## src/rtl/core/pba_pkg.sv

```systemverilog
// ============================================================================
// pba_pkg - shared constants and types of the PUF bit-aliasing accumulator
// Sizes, command and status codes, channel items and inter-module structs.
// ============================================================================
package pba_pkg;

   // Sizing
   localparam int MAX_BYTES     = 64;
   localparam int COUNT_WIDTH   = 16;
   localparam int FRAC_BITS     = 16;
   localparam int BITS_PER_BYTE = 8;
   localparam int NUM_BITS      = MAX_BYTES * BITS_PER_BYTE;

   // Field widths of the channel items
   localparam int CMD_W    = 2;
   localparam int BYTE_W   = 8;
   localparam int BIDX_W   = 9;
   localparam int STAT_W   = 3;
   localparam int FRAC_W   = 17;
   localparam int CNT_W    = 16;
   localparam int ROW_W    = 16;

   // Derived internal widths
   localparam int POS_W    = $clog2(MAX_BYTES + 1);
   localparam int ADDR_W   = (MAX_BYTES > 1) ? $clog2(MAX_BYTES) : 1;
   localparam int SEL_W    = $clog2(BITS_PER_BYTE);
   localparam int WORD_W   = BITS_PER_BYTE * COUNT_WIDTH;
   localparam int QUOT_W   = FRAC_BITS + 1;
   localparam int STEP_W   = $clog2(FRAC_BITS + 1);

   // Row limit: lesser of 2^16-1 and 2^COUNT_WIDTH-1
   localparam logic [ROW_W-1:0] ROW_LIMIT = (COUNT_WIDTH >= 16) ? ROW_W'(16'hFFFF)
                                           : ROW_W'((64'd1 << COUNT_WIDTH) - 64'd1);

   // Commands
   localparam logic [CMD_W-1:0] CMD_PUSH  = 2'd0;
   localparam logic [CMD_W-1:0] CMD_READ  = 2'd1;
   localparam logic [CMD_W-1:0] CMD_CLEAR = 2'd2;

   // Status codes
   localparam logic [STAT_W-1:0] STAT_OK      = 3'd0;
   localparam logic [STAT_W-1:0] STAT_ERROR   = 3'd1;
   localparam logic [STAT_W-1:0] STAT_NO_ROWS = 3'd2;
   localparam logic [STAT_W-1:0] STAT_RANGE   = 3'd3;
   localparam logic [STAT_W-1:0] STAT_PARTIAL = 3'd4;

   // Memory operations carried down the pipe
   localparam logic [1:0] OP_NONE  = 2'd0;
   localparam logic [1:0] OP_FIRST = 2'd1;
   localparam logic [1:0] OP_ADD   = 2'd2;
   localparam logic [1:0] OP_READ  = 2'd3;

   typedef struct packed {
      logic [CMD_W-1:0]  command;
      logic [BYTE_W-1:0] data_byte;
      logic              row_end;
      logic [BIDX_W-1:0] bit_index;
   } req_type;

   typedef struct packed {
      logic [STAT_W-1:0] status;
      logic [FRAC_W-1:0] fraction;
      logic [CNT_W-1:0]  bit_count;
      logic [ROW_W-1:0]  row_count;
   } rsp_type;

   typedef struct packed {
      logic              en;
      logic [ADDR_W-1:0] addr;
      logic [WORD_W-1:0] data;
   } ram_wr_type;

   typedef struct packed {
      logic busy;
      logic done;
   } div_stat_type;

endpackage

```

## src/rtl/core/pba_divider.sv

```systemverilog
// ============================================================================
// pba_divider - fraction divider
// Restoring division, one quotient bit per cycle: floor(count*2^F/rows).
// ============================================================================
module pba_divider (
   input  logic                          clock,
   input  logic                          reset,
   input  logic                          start,
   input  logic                          ack,
   input  logic [pba_pkg::ROW_W-1:0]     dividend,
   input  logic [pba_pkg::ROW_W-1:0]     divisor,
   output pba_pkg::div_stat_type         stat,
   output logic [pba_pkg::QUOT_W-1:0]    quotient
);

   localparam int RW = pba_pkg::ROW_W;
   localparam int QW = pba_pkg::QUOT_W;
   localparam int SW = pba_pkg::STEP_W;

   logic [RW-1:0] rem_ff, rem_in, dvsr_ff, dvsr_in;
   logic [QW-1:0] quot_ff, quot_in;
   logic [SW-1:0] step_ff, step_in;
   logic          busy_ff, busy_in, done_ff, done_in;
   logic [RW:0]   shifted, diff;
   logic          ge, top;

   always_comb begin
      shifted = {rem_ff, 1'b0};
      diff    = shifted - {1'b0, dvsr_ff};
      ge      = shifted >= {1'b0, dvsr_ff};
      top     = dividend >= divisor;
      rem_in  = rem_ff;
      dvsr_in = dvsr_ff;
      quot_in = quot_ff;
      step_in = step_ff;
      busy_in = busy_ff;
      done_in = done_ff;
      if (start) begin
         // count <= rows, so the integer bit is a single compare
         rem_in  = top ? (dividend - divisor) : dividend;
         dvsr_in = divisor;
         quot_in = QW'(top);
         step_in = SW'(pba_pkg::FRAC_BITS);
         busy_in = 1'b1;
         done_in = 1'b0;
      end else if (busy_ff) begin
         rem_in  = ge ? RW'(diff) : RW'(shifted);
         quot_in = {quot_ff[QW-2:0], ge};
         step_in = step_ff - SW'(1);
         if (step_ff == SW'(1)) begin
            busy_in = 1'b0;
            done_in = 1'b1;
         end
      end
      if (ack) begin
         done_in = 1'b0;
      end
   end

   always_ff @(posedge clock) begin
      rem_ff  <= rem_in;
      dvsr_ff <= dvsr_in;
      quot_ff <= quot_in;
      step_ff <= step_in;
      if (reset) begin
         busy_ff <= 1'b0;
         done_ff <= 1'b0;
      end else begin
         busy_ff <= busy_in;
         done_ff <= done_in;
      end
   end

   assign stat.busy = busy_ff;
   assign stat.done = done_ff;
   assign quotient  = quot_ff;

endmodule

```

## config.mk

```make
export PLATFORM = sky130hd
export DESIGN_NAME = pba_divider
export DESIGN_NICKNAME = d
export VERILOG_FILES = /design/src/rtl/core/pba_pkg.sv /design/src/rtl/core/pba_divider.sv
export SDC_FILE = /design/constraint.sdc
export NUM_CORES = 1
export LEC_CHECK = 0
export BUFFER_PORTS_ARGS = -buffer_cell sky130_fd_sc_hd__buf_4
export CAP_MARGIN = 20
export CORE_MARGIN = 2
export CORE_UTILIZATION = 50
export CTS_CLUSTER_SIZE = 12
export DETAILED_ROUTE_END_ITERATION = 8
export HOLD_SLACK_MARGIN = 0.12
export PLACE_DENSITY_LB_ADDON = 0.08
export SLEW_MARGIN = 10
export SYNTH_ARGS = -nofsm -noshare
export SYNTH_HDL_FRONTEND = slang
export SYNTH_SLANG_ARGS = --single-unit
```

## constraint.sdc

```tcl
create_clock -name clock -period 6.3 [get_ports clock]
set_clock_uncertainty 0.15 [all_clocks]
set_input_delay 0.945 -clock clock [delete_from_list [all_inputs] [get_ports clock]]
set_output_delay 0.945 -clock clock [all_outputs]
set_load 0.01 [all_outputs]
```

==> impl_metrics.toml, run 1 <==
[grt]
grt_overflow = 0
grt_pass1_vias = 3102
grt_usage = 0.2071
grt_first_pass_wirelength_um = 14480
antenna_found_initial = 0
grt_max_degree = 61

[drt]
wl_met1_um = 4202
via_per_inst = 5.440
drtPass1Iterations = 4
drt_iter0_markers = 111
ant_nets = 0
via_count = 3188
wire_per_inst_um = 14.70
wl_met3_um = 373
routed.top_layer = "met4"
drc_errors = 0
wirelength_um = 8613
route.met2.wl_um = 3914

[floorplan]
rows = 32
fp.dieArea_sq_mm = 0.008721
die_y_um = 93.39
io_pins = 55
core-area_sq_mm = 0.007727
start_util = 0.5170
fp.dieW_um = 93.39

[synthesis]
netlist_instances = 435
synth_ff_type = "edfxtp_1"
postSynthAreaPerCell_sq_um = 9.184
synth-edff-count = 33
synth_area_leader_cell = "edfxtp_1"
synth.top_cell.area_share = 0.2480
synth_seq_cells = 56
synth_nets = 507
yosys_warnings = 0
synth_area_sq_mm = 0.003995
asyncSetResetFlopFracSynth = 0
ys_types = 58
synthTopCellsByArea = "edfxtp_1, dfxtp_1, ha_1, mux2i_1, inv_1"
yosysSeqAreaShare = 0.3633

[power_and_ir_drop]
switchingPower_uw = 496.0
vdd_ir_drop_max_v = 0.0001271
pwr-share-comb = 0.485
p_total_uw = 1321
switching_share = 0.3757
power.leakage_uw = 0.002044
power.density_mw_per_mm2 = 289.5
p_clk_frac = 0.142
internal-power_uw = 824.5
seq_power_share = 0.373

[worst_hold_path]
min_path_type = "flip-flop to flip-flop"

[setup_path]
critPathSlowestCell = "or4_4"
path_delay_family = "simple AND/OR/NAND/NOR gates"
critPathMaxFanout = 4
worstSetupStartpointType = "input pin"
worst-setup-path-type = "input pin to flip-flop"
required_ns = 6.18
end_kind = "flip-flop"
crit_arrival_ns = 3.48
crit_buf_inv = 2
crit_chain = "buf_4 > inv_1 > ha_1 > fa_1 > nor2b_1 > o211ai_1 > a211o_1 > and3_4 > o21a_4 > or4_4 > o31ai_2 > a311oi_1"
cp_slowest_stage_delay_ns = 0.53

[timing]
timing.final.crit_share = 0.5714
clock.fmax_mhz = 277.8
slew_headroom = 0.4779
tns_ns = 0
fin_crit_ns = 3.600
drv_slew = 0
rsz0062_at_grt = "no"
hold_violations = 0
tightest_slew_ns = 0.7813
worst_slack_ns = 2.700
setup_violations = 0

[clock_tree]
ctsHoldBuffers = 0
cts_tree = "built"
ctsResizeCount = 0
h-tree-depth = 2
clk-insertion-delay-late_ns = 0.31
cts_made_buffers = 5
cts_num_sinks = 56
clockBufferDepth = 2
clkTransAtPathRegs_ns = 0.10
post_cts_buffers = 0
clockRootBuffer = "clkbuf_8"

[placement]
gp_congestion = 0.9615
dp_cells = 577
post-dp-hpwl_um = 6680
place_ws_ns = 2.378
portBuffers = 54

[job]
drv_cap = 0

[cells_and_area]
nFillCells = 690
final_cells = 586
postLayoutCoreUtil = 0.5902
final_common_cell = "buf_4"
n_antenna_cell = 0
final_nets = 555
area_delta_synth_final_pct = 14.16
layout_common_cells = "buf_4, inv_1, nor2_1, mux2i_1, ha_1"
drive_above_1_share = 0.1508

[run_status]
status = "finished clean"
==> cell families after synthesis <==
group	synth area share
simple gates	0.1535
xor+xnor	0.05700
buf+inv	0.06044
fa+ha+maj	0.1165
mux	0.09051
compound gates	0.1588
flops	0.3633
==> per-stage QoR <==
stage,cell area [sq um],hold WS (ns)
after global routing,4561,0.3456
final,4561,0.3224
after floorplan,3995,0.2916
after global placement,4467,0.2996
after CTS,4549,0.3284
after detailed placement,4467,0.3061
==> routing by layer <==
metal / up-vias / track usage
met5: - / 0
met4: 0 / 0.05147
met2: 77 / 0.3429
li1: 1645 / -
met1: 1455 / 0.2916
met3: 11 / 0.02015
==> worst reg2reg max path, cell delays in order, from the launching register on <==
cell and delay (ns):
edfxtp_1 0.43, inv_1 0.06, ha_1 0.30, nor2b_1 0.24
o2111ai_1 0.15, and3_1 0.20, o41ai_2 0.39, o21ai_1 0.18
nand3_2 0.34, mux2i_1 0.15, a221oi_1 0.35
==> cells in the mapped netlist, drive strengths merged, types with 3 or more instances <==
| master | count |
|---|---|
| o31ai | 5 |
| clkbuf | 7 |
| o22ai | 4 |
| o41ai | 3 |
| nor3 | 12 |
| nor2b | 8 |
| ha | 34 |
| nand2 | 32 |
| edfxtp | 33 |
| nand2b | 4 |
| a31oi | 3 |
| xor2 | 7 |
| o21a | 10 |
| o21ai | 19 |
| inv | 46 |
| dfxtp | 23 |
| nand3 | 7 |
| mux2i | 35 |
| xnor2 | 19 |
| nor2 | 40 |
| a21oi | 24 |
| buf | 8 |
| or3 | 5 |
| and3 | 4 |
| a21o | 4 |
| a211oi | 3 |
| o211ai | 4 |
==> worst paths after layout <==
check	slack, ns	endpoint	cells after the start	startpoint
worst max-delay path	2.70	rem_ff[14]	12	dividend[0]
worst min-delay path	0.32	done_ff	1	done_ff
worst max register to register	3.16	rem_ff[10]	10	dvsr_ff[1]
worst min register to register	0.32	done_ff	1	done_ff
==> registers in the layout, summed over array words and instances, names as in the netlist <==
| name | flops |
|---|---|
| done_ff | 1 |
| step_ff | 5 |
| busy_ff | 1 |
| dvsr_ff | 16 |
| quotient | 17 |
| rem_ff | 16 |
==> cell type report <==
class | count | area [sq um] | share of cell area
sequential | 56 | 1451 | 0.3182
multi-input combinational | 318 | 2302 | 0.5048
tap | 102 | 127.6 | 0.02798
clock inverter | 3 | 13.76 | 0.003018
inverter | 46 | 172.7 | 0.03786
timing repair buffer | 56 | 424.2 | 0.09300
clock buffer | 5 | 68.82 | 0.01509
==> power by group through the flow <==
stage	combinational (uW)	sequential [uW]	clock [uW]
final	640	492	188
after global routing	719	498	210
after CTS	634	494	194
after detailed placement	630	502	0
after global placement	622	501	0
after floorplan	503	490	0
(Power assumes the default switching activity.)
==> run 2, diff against run 1 <==
Clock period 6.3 ns to 3.06 ns, I/O delays scaled along.
==> run 2 against run 1 <==
Net effect:
- worst hold slack got worse by 0.17 ns
- register-to-register slack got worse by 3.0 ns
- via count rose by 1.7%
- combinational power rose by 120%
- critical path type unchanged
- largest power group unchanged
==> impl_metrics.toml, run 2 (same netlist as run 1, synthesis figures left out) <==
[power_and_ir_drop]
switching_share = 0.3703
p_clk_frac = 0.138
pwr-share-comb = 0.507
power.leakage_uw = 0.002147
internal-power_uw = 1782
seq_power_share = 0.355
switchingPower_uw = 1048
power.density_mw_per_mm2 = 596.4
vdd_ir_drop_max_v = 0.0002535

[setup_path]
end_kind = "flip-flop"
required_ns = 2.95
worst-setup-path-type = "input pin to flip-flop"
critPathSlowestCell = "or4_4"
r2r_cells = 9
cp_slowest_stage_delay_ns = 0.53
worstSetupStartpointType = "input pin"
crit_chain = "buf_4 > ha_2 > fa_2 > nor2b_2 > o211ai_1 > a211o_1 > and3_4 > o21a_4 > or4_4 > o31ai_2 > a311oi_1"
critPathMaxFanout = 3
crit_arrival_ns = 2.85

[placement]
post-dp-hpwl_um = 6837
gp_congestion = 0.8939
portBuffers = 54
place_area_sq_mm = 0.004637

[clock_tree]
ctsHoldBuffers = 0
cts_num_sinks = 56
clockRootBuffer = "clkbuf_8"
clk-insertion-delay-late_ns = 0.31
cts_tree = "built"
cts_made_buffers = 5
clockBufferDepth = 2
clkTransAtPathRegs_ns = 0.10
h-tree-depth = 2

[drt]
drtPass1Iterations = 5
drt_iter0_markers = 92
drc_errors = 0
via_count = 3242
wirelength_um = 8527
via_per_inst = 5.359
wire_per_inst_um = 14.09
ant_nets = 0

[timing]
drv_slew = 0
hold_violations = 0
timing.final.crit_share = 0.9687
setup_violations = 0
tightest_slew_ns = 0.4785
slew_headroom = 0.6807
rsz0062_at_grt = "no"
fin_crit_ns = 2.964
clock.fmax_mhz = 337.4
hold_slack_ns = 0.1562

[worst_hold_path]
min_path_type = "input pin to flip-flop"
hold_depth = 2

[cells_and_area]
final_nets = 574
drive_above_1_share = 0.1948
n_antenna_cell = 0
final_common_cell = "buf_4"
layout_common_cells = "buf_4, inv_1, nor2_1, mux2i_1"
area_delta_synth_final_pct = 18.76
final_cell_area_sq_mm = 0.004745
largest_register_ffs = 17

[run_status]
status = "finished clean"

[job]
drv_cap = 0

[floorplan]
io_pins = 55
rows = 32
core-area_sq_mm = 0.007727
fp.dieArea_sq_mm = 0.008721
start_util = 0.5170
fp.dieW_um = 93.39
die_y_um = 93.39

[grt]
grt_first_pass_wirelength_um = 14230
grt_pass1_vias = 3030
grt_usage = 0.2041
antenna_found_initial = 0
grt_overflow = 0
grt_max_degree = 32
run 2: cell count changes in the layout (fill, tap and decap cells not counted), moves of 2 or more:
| cell | previous run | this run |
|---|---|---|
| nor2b_2 | 0 | 2 |
| buf_4 | 55 | 74 |
| nor2b_1 | 8 | 6 |
| clkinvlp_2 | 2 | 0 |
run 2: power groups by stage:
stage	clock, uW	combinational [uW]	sequential (uW)
6_report	390	1430	1010
3_5_place_dp	0	1400	1020
4_1_cts	401	1410	1010
5_1_grt	430	1600	1020
3_3_place_gp	0	1380	1020
2_1_floorplan	0	1040	1010
run 2: area by class of cell:
| cell class | count | area [sq um] |
|---|---|---|
| fillers | 691 | 2983 |
| multi-input cells | 318 | 2333 |
| flip-flops and latches | 56 | 1451 |
| repair buffers | 75 | 575.6 |
| inverters | 46 | 172.7 |
| well taps | 102 | 127.6 |
| clock buffers | 6 | 72.57 |
| clock inverters | 2 | 11.26 |
run 2: repair_timing:
action,in CTS,in global routing
resized for setup,0,5
setup endpoints to repair,0,16
setup buffers,0,0
run 2: per-layer routing:
metal	up-vias	global-route usage	share of wire
met2	65	0.3303	0.46
met5	-	0	0
met3	8	0.02417	0.032
li1	1675	-	-
met4	0	0.05270	0.013
met1	1494	0.2903	0.50
run 2: final timing paths:
check	startpoint	to	slack (ns)
setup / recovery	divisor[0]	rem_ff[14]	0.1
hold / removal	reset	busy_ff	0.16
setup reg to reg	rem_ff[0]	rem_ff[1]	0.17
hold reg to reg	done_ff	done_ff	0.33
run 2: worst max-delay path, delay by kind of cell:
kind                       cells  cell delay, ns
buffers and inverters          1            0.11
adders and majority gates      2            0.55
and+or+nand+nor                3            0.86
AOI/OAI and AO/OA              5            0.87
run 2: through the flow:
step	instances	setup TNS (ns)	power [uW]	worst slack [ns]	util
floorplan	435	0	2046	0.01423	-
global placement	597	-0.3552	2404	-0.1777	0.6001
detailed placement	597	-0.8669	2422	-0.2328	0.6001
CTS	605	0	2819	0.03358	0.6109
global route	605	0	3050	0.002991	0.6140
finish	605	0	2830	0.09582	0.6140
==> run 3, diff against run 2 <==
Settings changed: CTS_BUF_LIST from default to sky130_fd_sc_hd__clkbuf_8, PLACE_DENSITY_LB_ADDON 0.08 to 0.05.
==> run 3 against run 2 <==
Net effect:
- setup slack improved by 0.0063 ns
- critical path type unchanged
- combinational power barely moved
- final cell count up 0.33%
- maximum frequency is 0.21% higher
- critical endpoint unchanged
- via count up 0.86%
- first-iteration DRC count up 16%
- routed wire length grew 0.41%
==> impl_metrics.toml, run 3 (same netlist as run 1, synthesis figures left out) <==
[run_status]
status = "finished clean"

[timing]
drv_slew = 0
tightest_slew_ns = 0.5536
clock.fmax_mhz = 338.1
fin_crit_ns = 2.958
rsz0062_at_grt = "no"
slew_headroom = 0.6278
hold_violations = 0
setup_violations = 0
timing.final.crit_share = 0.9666

[grt]
grt_usage = 0.2066
antenna_found_initial = 0
grt_pass1_vias = 3108
grt_overflow = 0
grt_max_degree = 32
grt_first_pass_wirelength_um = 14490

[placement]
post-dp-hpwl_um = 6792
portBuffers = 54
gp_congestion = 0.9081

[cells_and_area]
postLayoutCoreUtil = 0.6182
final_nets = 576
area_delta_synth_final_pct = 19.57
layout_common_cells = "buf_4, inv_1, nor2_1, mux2i_1"
drive_above_1_share = 0.2000
final_common_cell = "buf_4"
largest_register_ffs = 17
n_antenna_cell = 0

[clock_tree]
h-tree-depth = 2
cts_tree = "built"
cts_made_buffers = 5
post_cts_buffers = 0
clkTransAtPathRegs_ns = 0.10
clk-insertion-delay-late_ns = 0.31
ctsResizeCount = 0
clockBufferDepth = 2
cts_num_sinks = 56
ctsHoldBuffers = 0
clockRootBuffer = "clkbuf_8"

[setup_path]
worstSetupStartpointType = "input pin"
r2r_cells = 9
end_kind = "flip-flop"
critPathSlowestCell = "or4_4"
required_ns = 2.94
timing.rr.start = "rem_ff[3]"
worst-setup-path-type = "input pin to flip-flop"
crit_arrival_ns = 2.84
critPathMaxFanout = 3
ff2ff_setup_slack_ns = 0.23
crit_chain = "buf_4 > ha_2 > fa_2 > nor2b_2 > o211ai_1 > a211o_1 > and3_4 > o21a_4 > or4_4 > o31ai_2 > a311oi_1"
r2r_end = "rem_ff[14]"
cp_slowest_stage_delay_ns = 0.53

[worst_hold_path]
hold_depth = 2
holdPathEnd = "busy_ff"
hold_start = "reset"
min_path_type = "input pin to flip-flop"

[drt]
via_count = 3270
drt_iter0_markers = 107
drc_errors = 0
wire_per_inst_um = 14.11
via_per_inst = 5.387
wirelength_um = 8562
drtPass1Iterations = 4
ant_nets = 0

[floorplan]
fp.dieW_um = 93.39
start_util = 0.5170
io_pins = 55
core-area_sq_mm = 0.007727
rows = 32
fp.dieArea_sq_mm = 0.008721
die_y_um = 93.39

[power_and_ir_drop]
power.density_mw_per_mm2 = 597.9
seq_power_share = 0.353
pwr-share-comb = 0.511
p_total_uw = 2856
internal-power_uw = 1789
power.leakage_uw = 0.002174
switchingPower_uw = 1067
switching_share = 0.3737
p_clk_frac = 0.136
vdd_ir_drop_max_v = 0.0002476

[job]
drv_cap = 0
run 3: changes by cell type in the layout (fill, tap and decap cells not counted), sizes merged:
cell | before | now
clkbuf | 6 | 5
buf | 75 | 77
clkinvlp | 1 | 0
inv | 46 | 48
run 3: worst max path at each step:
stage | slack (ns) | start | cells after the start | endpoint
3_5_place_dp | -0.23 | divisor[0] | 11 | rem_ff[14]
5_1_grt | 0.008 | dividend[0] | 12 | rem_ff[14]
4_1_cts | 0.04 | rem_ff[3] | 9 | rem_ff[1]
3_3_place_gp | -0.17 | divisor[0] | 11 | rem_ff[14]
2_1_floorplan | 0.01 | dividend[0] | 11 | rem_ff[14]
6_report | 0.10 | divisor[0] | 11 | rem_ff[14]
run 3: layer usage:
metal | wire length (um) | global-route usage | share of wire | vias up
met3 | 331 | 0.02095 | 0.039 | 9
met2 | 3821 | 0.3291 | 0.45 | 88
met4 | 143 | 0.05882 | 0.017 | 0
met1 | 4266 | 0.2982 | 0.50 | 1491
met5 | 0 | 0 | 0 | -
li1 | - | - | - | 1682
run 3: area by class of cell:
| cell class | count | area [sq um] |
|---|---|---|
| Fill cell | 664 | 2950 |
| Clock buffer | 5 | 68.82 |
| Clock inverter | 3 | 16.27 |
| Sequential cell | 56 | 1451 |
| Tap cell | 102 | 127.6 |
| Inverter | 46 | 172.7 |
| Multi-Input combinational cell | 318 | 2350 |
| Timing Repair Buffer | 77 | 590.6 |
run 3: critical path: cells and delay by family:
kind	cells	cell delay, ns
buffers and inverters	1	0.12
AO/OA/AOI/OAI	5	0.87
adder cells (fa/ha/maj)	2	0.55
AND/OR/NAND/NOR	3	0.84
run 3: power by group through the flow:
stage / Clock, uW / Sequential, uW / Combinational [uW]
2_1_floorplan: 0 / 1010 / 1040
3_3_place_gp: 0 / 1020 / 1390
3_5_place_dp: 0 / 1020 / 1390
4_1_cts: 402 / 1010 / 1410
5_1_grt: 424 / 1020 / 1630
6_report: 388 / 1010 / 1460
run 3: stage by stage:
stage | instance area [sq um] | hold WS (ns) | worst slack [ns] | TNS (ns) | std cells
2_1_floorplan | 4003 | 0.2916 | 0.01423 | 0 | 435
4_1_cts | 4737 | 0.1581 | 0.03797 | 0 | 607
5_1_grt | 4777 | 0.1597 | 0.007544 | 0 | 607
3_3_place_gp | 4652 | 0.3026 | -0.1743 | -0.3832 | 599
6_report | 4777 | 0.1656 | 0.1021 | 0 | 607
3_5_place_dp | 4652 | 0.3144 | -0.2280 | -0.7197 | 599
